==> src/sv/dhlc_pkg.sv <==
// Shared types and constants of the detector hit clustering block.
package dhlc_pkg;

   // Field widths of one buffered entry.
   localparam int VolW  = 16;
   localparam int EnW   = 24;
   localparam int PosW  = 24;
   localparam int TimeW = 48;
   localparam int KindW = 2;
   localparam int CsrW  = 24;
   localparam int CsrAW = 3;
   localparam int NumDistRegs = 4;

   // Squared distance: three 48-bit squares summed.
   localparam int DistW = 50;
   // Rounded dividend magnitude and divisor of the centroid division.
   localparam int NumW = 50;
   localparam int DenW = 25;

   localparam logic [EnW-1:0] EnMax = '1;

   // Configuration register indexes.
   localparam logic [CsrAW-1:0] CSR_KIND0_DIST = 3'd0;
   localparam logic [CsrAW-1:0] CSR_KIND1_DIST = 3'd1;
   localparam logic [CsrAW-1:0] CSR_KIND2_DIST = 3'd2;
   localparam logic [CsrAW-1:0] CSR_KIND3_DIST = 3'd3;
   localparam logic [CsrAW-1:0] CSR_CLUSTER_MASK = 3'd4;
   localparam logic [CsrAW-1:0] CSR_REJECT_MASK = 3'd5;

   // One buffered entry: a cluster or a plain hit.
   typedef struct packed {
      logic [TimeW-1:0]     time_ps;
      logic [2:0][PosW-1:0] pos;
      logic [EnW-1:0]       energy;
      logic                 clus;
      logic [KindW-1:0]     kind;
      logic [VolW-1:0]      volume;
   } entry_type;

   // Handshake between the sequencer and the divider.
   typedef struct packed {
      logic            start;
      logic [NumW-1:0] dividend;
      logic [DenW-1:0] divisor;
   } div_req_type;

   typedef struct packed {
      logic            busy;
      logic            done;
      logic [NumW-1:0] quotient;
   } div_rsp_type;

   typedef enum logic [4:0] {
      ST_IDLE,
      ST_SCAN_RD,
      ST_SCAN_X,
      ST_SCAN_Y,
      ST_SCAN_Z,
      ST_SCAN_CMP,
      ST_DECIDE,
      ST_MRG_RD,
      ST_MRG_MC,
      ST_MRG_MH,
      ST_MRG_SUM,
      ST_MRG_DIV,
      ST_MRG_WR,
      ST_ADD,
      ST_FIN,
      ST_REJ_RDI,
      ST_REJ_CHKI,
      ST_REJ_RDJ,
      ST_REJ_CHKJ,
      ST_ONE,
      ST_OUT_RD,
      ST_OUT_LOAD,
      ST_OUT_WAIT
   } state_type;

endpackage

==> src/sv/dhlc_div.sv <==
// Restoring divider for the centroid, one quotient bit per cycle.
module dhlc_div (
   input  logic                  clock,
   input  logic                  reset,
   input  dhlc_pkg::div_req_type req,
   output dhlc_pkg::div_rsp_type rsp
);

   localparam int NW = dhlc_pkg::NumW;
   localparam int DW = dhlc_pkg::DenW;
   localparam int CW = $clog2(NW + 1);

   logic          busy_ff, busy_in;
   logic          done_ff, done_in;
   logic [CW-1:0] cnt_ff, cnt_in;
   logic [DW:0]   rem_ff, rem_in;
   logic [NW-1:0] quo_ff, quo_in;
   logic [DW-1:0] den_ff, den_in;
   logic [DW:0]   trial;

   // On start, load the operands; while busy, shift in the next dividend bit and try to subtract.
   always_comb begin
      busy_in = busy_ff;
      done_in = 1'b0;
      cnt_in  = cnt_ff;
      rem_in  = rem_ff;
      quo_in  = quo_ff;
      den_in  = den_ff;
      trial   = {rem_ff[DW-1:0], quo_ff[NW-1]};
      if (req.start && !busy_ff) begin
         busy_in = 1'b1;
         cnt_in  = CW'(NW);
         rem_in  = '0;
         quo_in  = req.dividend;
         den_in  = req.divisor;
      end else if (busy_ff) begin
         if (trial >= {1'b0, den_ff}) begin
            rem_in = trial - {1'b0, den_ff};
            quo_in = {quo_ff[NW-2:0], 1'b1};
         end else begin
            rem_in = trial;
            quo_in = {quo_ff[NW-2:0], 1'b0};
         end
         cnt_in = cnt_ff - 1'b1;
         if (cnt_ff == CW'(1)) begin
            busy_in = 1'b0;
            done_in = 1'b1;
         end
      end
   end

   always_ff @(posedge clock) begin
      if (reset) begin
         busy_ff <= 1'b0;
         done_ff <= 1'b0;
         cnt_ff  <= '0;
      end else begin
         busy_ff <= busy_in;
         done_ff <= done_in;
         cnt_ff  <= cnt_in;
      end
   end

   always_ff @(posedge clock) begin
      rem_ff <= rem_in;
      quo_ff <= quo_in;
      den_ff <= den_in;
   end

   assign rsp.busy     = busy_ff;
   assign rsp.done     = done_ff;
   assign rsp.quotient = quo_ff;

endmodule

==> config.mk <==
export PLATFORM = sky130hd
export DESIGN_NAME = dhlc_div
export DESIGN_NICKNAME = d
export VERILOG_FILES = /design/src/sv/dhlc_pkg.sv /design/src/sv/dhlc_div.sv
export SDC_FILE = /design/constraint.sdc
export NUM_CORES = 1
export LEC_CHECK = 0
export BUFFER_PORTS_ARGS = -buffer_cell sky130_fd_sc_hd__buf_4
export CORE_MARGIN = 5
export CORE_UTILIZATION = 56
export CTS_BUF_LIST = sky130_fd_sc_hd__clkbuf_4 sky130_fd_sc_hd__clkbuf_8
export CTS_CLUSTER_DIAMETER = 120
export DETAILED_ROUTE_END_ITERATION = 10
export PLACE_DENSITY_LB_ADDON = 0.05
export REMOVE_ABC_BUFFERS = 1
export SETUP_SLACK_MARGIN = 0.15
export SLEW_MARGIN = 10
export SYNTH_ARGS = -nofsm -noshare
export SYNTH_HDL_FRONTEND = slang
export SYNTH_SLANG_ARGS = --single-unit
==> constraint.sdc <==
create_clock -name clock -period 3.1 [get_ports clock]
set_input_delay 0.155 -clock clock [delete_from_list [all_inputs] [get_ports clock]]
set_output_delay 0.155 -clock clock [all_outputs]
set_load 0.05 [all_outputs]
==> reports/results.txt <==
The via count of the first global-routing pass is 4601. The overflow left after global routing was 0. Among all flip-flop cells after synthesis, the most frequent one is sky130_fd_sc_hd__edfxtp_1. The residual DRC count is 0. The H-tree was split into 3 levels.

The kind of path behind the tightest hold check was in2reg. Measured against its own limit, the worst slew margin works out to 26.6%. Yosys mapped a number of flops with a built-in enable equal to 75. The overall power is 0.00358 W.

Across every metal layer, demand over resource in global routing totals 21.3%. Launching element type of the critical path: a flop. Dividing the synthesized area by the synthesized cell count gives 11.5 um2. The routed layout has 4476 vias.

After synthesis, the cell types taking the most area are sky130_fd_sc_hd__edfxtp_1 39%, sky130_fd_sc_hd__dfxtp_1 11%, sky130_fd_sc_hd__mux2_2 9.8%. The path type of the worst setup path is reg2reg. The tools report the wire length of the first global-routing pass as 21800 um. The clock passes through at most 2 buffers. Setup total negative slack on the finished layout was measured at 0 ps. The synthesized-area fraction occupied by ao, oa, aoi and oai cells is 15.1%, and the via count normalized by instance count is 5.66. Cell with the most instances on the worst path: sky130_fd_sc_hd__inv_1.

The worst-case IR drop observed on VDD is 453 uV. Die width: 111 um. The final critical delay including setup and external delays came out at 2790 ps. The tools report the arrival time reported for the critical path endpoint as 3050 ps. The HPWL after detailed placement is 9060 um. The cell sitting at the root of the clock tree is a sky130_fd_sc_hd__clkbuf_8.

The number of antenna diodes in the final layout is 0. Pin placement for this block handled 130 I/O pins. The fraction of final layout cells with drive strength greater than 1 is 33.0%, and the number of nets with antenna violations after routing is 0. The number of CTS-inserted buffers was 9; the required time reported for the critical path endpoint was 3350 ps.

The total count of hold-check failures in the final report is 0. Across the run, the number of max-cap violations was 0. The post-synthesis to final-layout area growth is 28.0%. Of the synthesized area, sequential elements account for 50.5%. Measured against the total synthesized area, the mux share comes to 11.3%. The full die area came out at 12400 um2. The number of clock sinks was 108; the number of distinct library cell variants in the gate-level netlist after synthesis was 62. The total leakage power was 3.12 nW; the simple-gate area share of the yosys netlist was 9.16%.

The maximum clock frequency was 358 MHz. Setup repair after global routing left no endpoint under its margin. Input and output buffers added on the ports amount to 129. The buffers plus inverters on the worst setup path came out at 3. The cell type of the slowest stage on the worst timing path was sky130_fd_sc_hd__edfxtp_1. The worst register-to-register path has a depth of 12. The worst hold path passes through 2 cells. The average detailed-routed wire length per instance works out to 16.4 um. Power spread over the standard cell area amounts to 485 nW/um2. Synthesis handed over a netlist of 503 instances. Setup violations remaining at the end of the flow were counted as 0. The number of pins with negative max-slew slack in the final report was 0; the floorplan row count was 37. The post-route fraction of the period consumed by the critical path works out to 90.1%.

The biggest cell delay along the critical path was 420 ps. The arithmetic-cell share of the synthesized area counting full adders, half adders and majority gates came out at 6.21%. The initial antenna violation count was 0; the share of synthesized registers carrying an async set or reset was 0%. The main combinational cell family by area after synthesis was compound AO/OA/AOI/OAI gates.

The later pin in the worst-skew pair is clocked with a latency of 390 ps. The maximum fanout along the worst path came out at 7. The logs give 252 for the DRC marker count from the first detailed-route iteration and 0 for the number of warnings reported in the yosys synthesis log. The total area inside the core boundary comes to 10200 um2.

At the pin with the least slew margin, the transition time is 1100 ps. The top cell type by area accounts for 39.1% of the synthesized area. Entering global routing, the biggest net connects 67 pins. The final layout contains 756 nets.

Counting buffers and inverters, the worst setup path is 12 cells deep. The signal on the critical path passes through inv_1 -> ha_1 -> inv_1 -> fa_1 -> a21o_1 -> a22o_4 -> o21ai_4 -> o22ai_2 -> o31a_1 -> buf_6 -> mux2i_1 -> o21ai_1. The clock-pin slew reported for the worst setup and hold paths after clock tree synthesis was 110 ps; the routability congestion estimate was 0.861.

The run gives 5760 um2 as the netlist area before placement. The run finished with clean final reports. Worst clock skew: 17.6 ps. The cell family contributing the most delay on the critical path is compound AO/OA/AOI/OAI gates. Summed over all instances, the cell type with the most area after synthesis is sky130_fd_sc_hd__edfxtp_1. The die is 111 um tall.

TritonCTS built the clock tree. Wires add up to 13000 um. The area share of xor/xnor cells in the synthesized design works out to 3.19%. The initial utilization of the core area, before any placement, comes to 56.6%.

The synthesized design contains 108 register bits. For the number of detailed-routing iterations run before antenna repair, the log shows 4. The endpoint kind of the worst setup timing path is a flop.
-- per-layer routing --
layer	part of all wire, %	vias up	GRT usage, %
met5	0	-	0
met4	1.2	0	5.19
met3	6.5	13	6.68
met2	50	133	36.9
met1	42	2135	25.9
li1	-	2195	-
-- report_power, final --
part	internal, W	total (W)	switching, W
clock network	0.000435	0.000926	0.000492
logic	0.000352	0.000896	0.000544
registers	0.00169	0.00176	0.0000637
-- final cells by class --
cell class	instances	area, um2
clock inverter	4	56.3
sequential	108	2910
fill	748	2810
tap	136	170
timing repair buffer	165	1330
multi-input combinational	332	2620
clock buffer	12	159
inverter	34	128
-- layout by cell type (no fill, tap or decap), types with 3 or more instances in the layout --
cell | Yosys | final
sky130_fd_sc_hd__o311ai_0 | 6 | 6
sky130_fd_sc_hd__inv_1 | 34 | 33
sky130_fd_sc_hd__clkbuf_8 | 0 | 11
sky130_fd_sc_hd__mux2i_1 | 9 | 9
sky130_fd_sc_hd__a211oi_1 | 3 | 3
sky130_fd_sc_hd__mux2_2 | 50 | 50
sky130_fd_sc_hd__nand2_1 | 30 | 30
sky130_fd_sc_hd__buf_4 | 2 | 136
sky130_fd_sc_hd__o21ai_0 | 13 | 13
sky130_fd_sc_hd__nand4_1 | 9 | 9
sky130_fd_sc_hd__a21o_1 | 15 | 15
sky130_fd_sc_hd__o21bai_1 | 3 | 3
sky130_fd_sc_hd__nor3b_1 | 3 | 3
sky130_fd_sc_hd__o31ai_1 | 5 | 5
sky130_fd_sc_hd__a21oi_1 | 21 | 21
sky130_fd_sc_hd__nor2_1 | 15 | 15
sky130_fd_sc_hd__nor2b_1 | 6 | 5
sky130_fd_sc_hd__o21ai_1 | 7 | 7
sky130_fd_sc_hd__xor2_1 | 9 | 9
sky130_fd_sc_hd__a32oi_1 | 10 | 10
sky130_fd_sc_hd__and3_1 | 7 | 7
sky130_fd_sc_hd__nor3_1 | 7 | 7
sky130_fd_sc_hd__edfxtp_1 | 75 | 75
sky130_fd_sc_hd__dlygate4sd3_1 | 0 | 26
sky130_fd_sc_hd__o211ai_1 | 4 | 4
sky130_fd_sc_hd__a211o_1 | 3 | 3
sky130_fd_sc_hd__xnor2_1 | 12 | 12
sky130_fd_sc_hd__nand3_1 | 14 | 14
sky130_fd_sc_hd__a31oi_1 | 5 | 5
sky130_fd_sc_hd__ha_1 | 27 | 27
sky130_fd_sc_hd__dfxtp_1 | 33 | 33
sky130_fd_sc_hd__o21a_1 | 3 | 3
-- cell usage after synthesis, drive strengths merged, types with 2 or more instances --
cell    count
a211o       3
a211oi      3
a21o       15
a21oi      21
a221oi      2
a311o       2
a31oi       5
a32oi      10
a41o        2
and2        2
and3        7
and4        2
buf         8
clkbuf     21
dfxtp      33
edfxtp     75
ha         27
inv        34
mux2       50
mux2i       9
nand2      30
nand3      14
nand3b      2
nand4       9
nor2       15
nor2b       6
nor3        7
nor3b       3
o211ai      4
o21a        3
o21ai      21
o21bai      3
o22ai       2
o311ai      6
o31ai       6
o41a        2
xnor2      12
xor2        9
-- flip-flops by register name (all words and copies together), names as in the netlist --
name / cells
done_ff: 1
quo_ff: 50
den_ff: 25
rem_ff: 25
busy_ff: 1
cnt_ff: 6
-- final timing paths --
check                to  slack (ps)        from
min reg2reg  rem_ff[12]         480  rem_ff[12]
min           quo_ff[2]          70     req[27]
max reg2reg   rem_ff[3]         310  quo_ff[49]
max           rem_ff[3]         310  quo_ff[49]
-- cells by family after synthesis --
| logic type | count (synthesis) |
|---|---|
| simple gates | 103 |
| fa+ha+maj | 28 |
| compound gates | 121 |
| buf+inv | 63 |
| mux | 59 |
| xor+xnor | 21 |
| flops | 108 |
-- metrics by stage --
stage	cell area [um2]	util [%]	hold slack (ps)	worst slack, ps	cells
final	7380	72.4	65.5	306	791
after global routing	7380	72.4	29.6	170	791
after CTS	7320	71.9	33.6	211	786
after detailed placement	6840	67.2	334	226	744
after global placement	6840	67.2	333	370	744
after floorplan	5640	-	227	-1930	474
-- timing repair --
item                                   4_1_cts  5_1_grt
hold buffers                                26        0
setup buffers                                0        5
setup endpoints to repair                    0       11
resized for setup                            0        3
endpoints found under the hold margin       32        0
(Power assumes the default switching activity.)
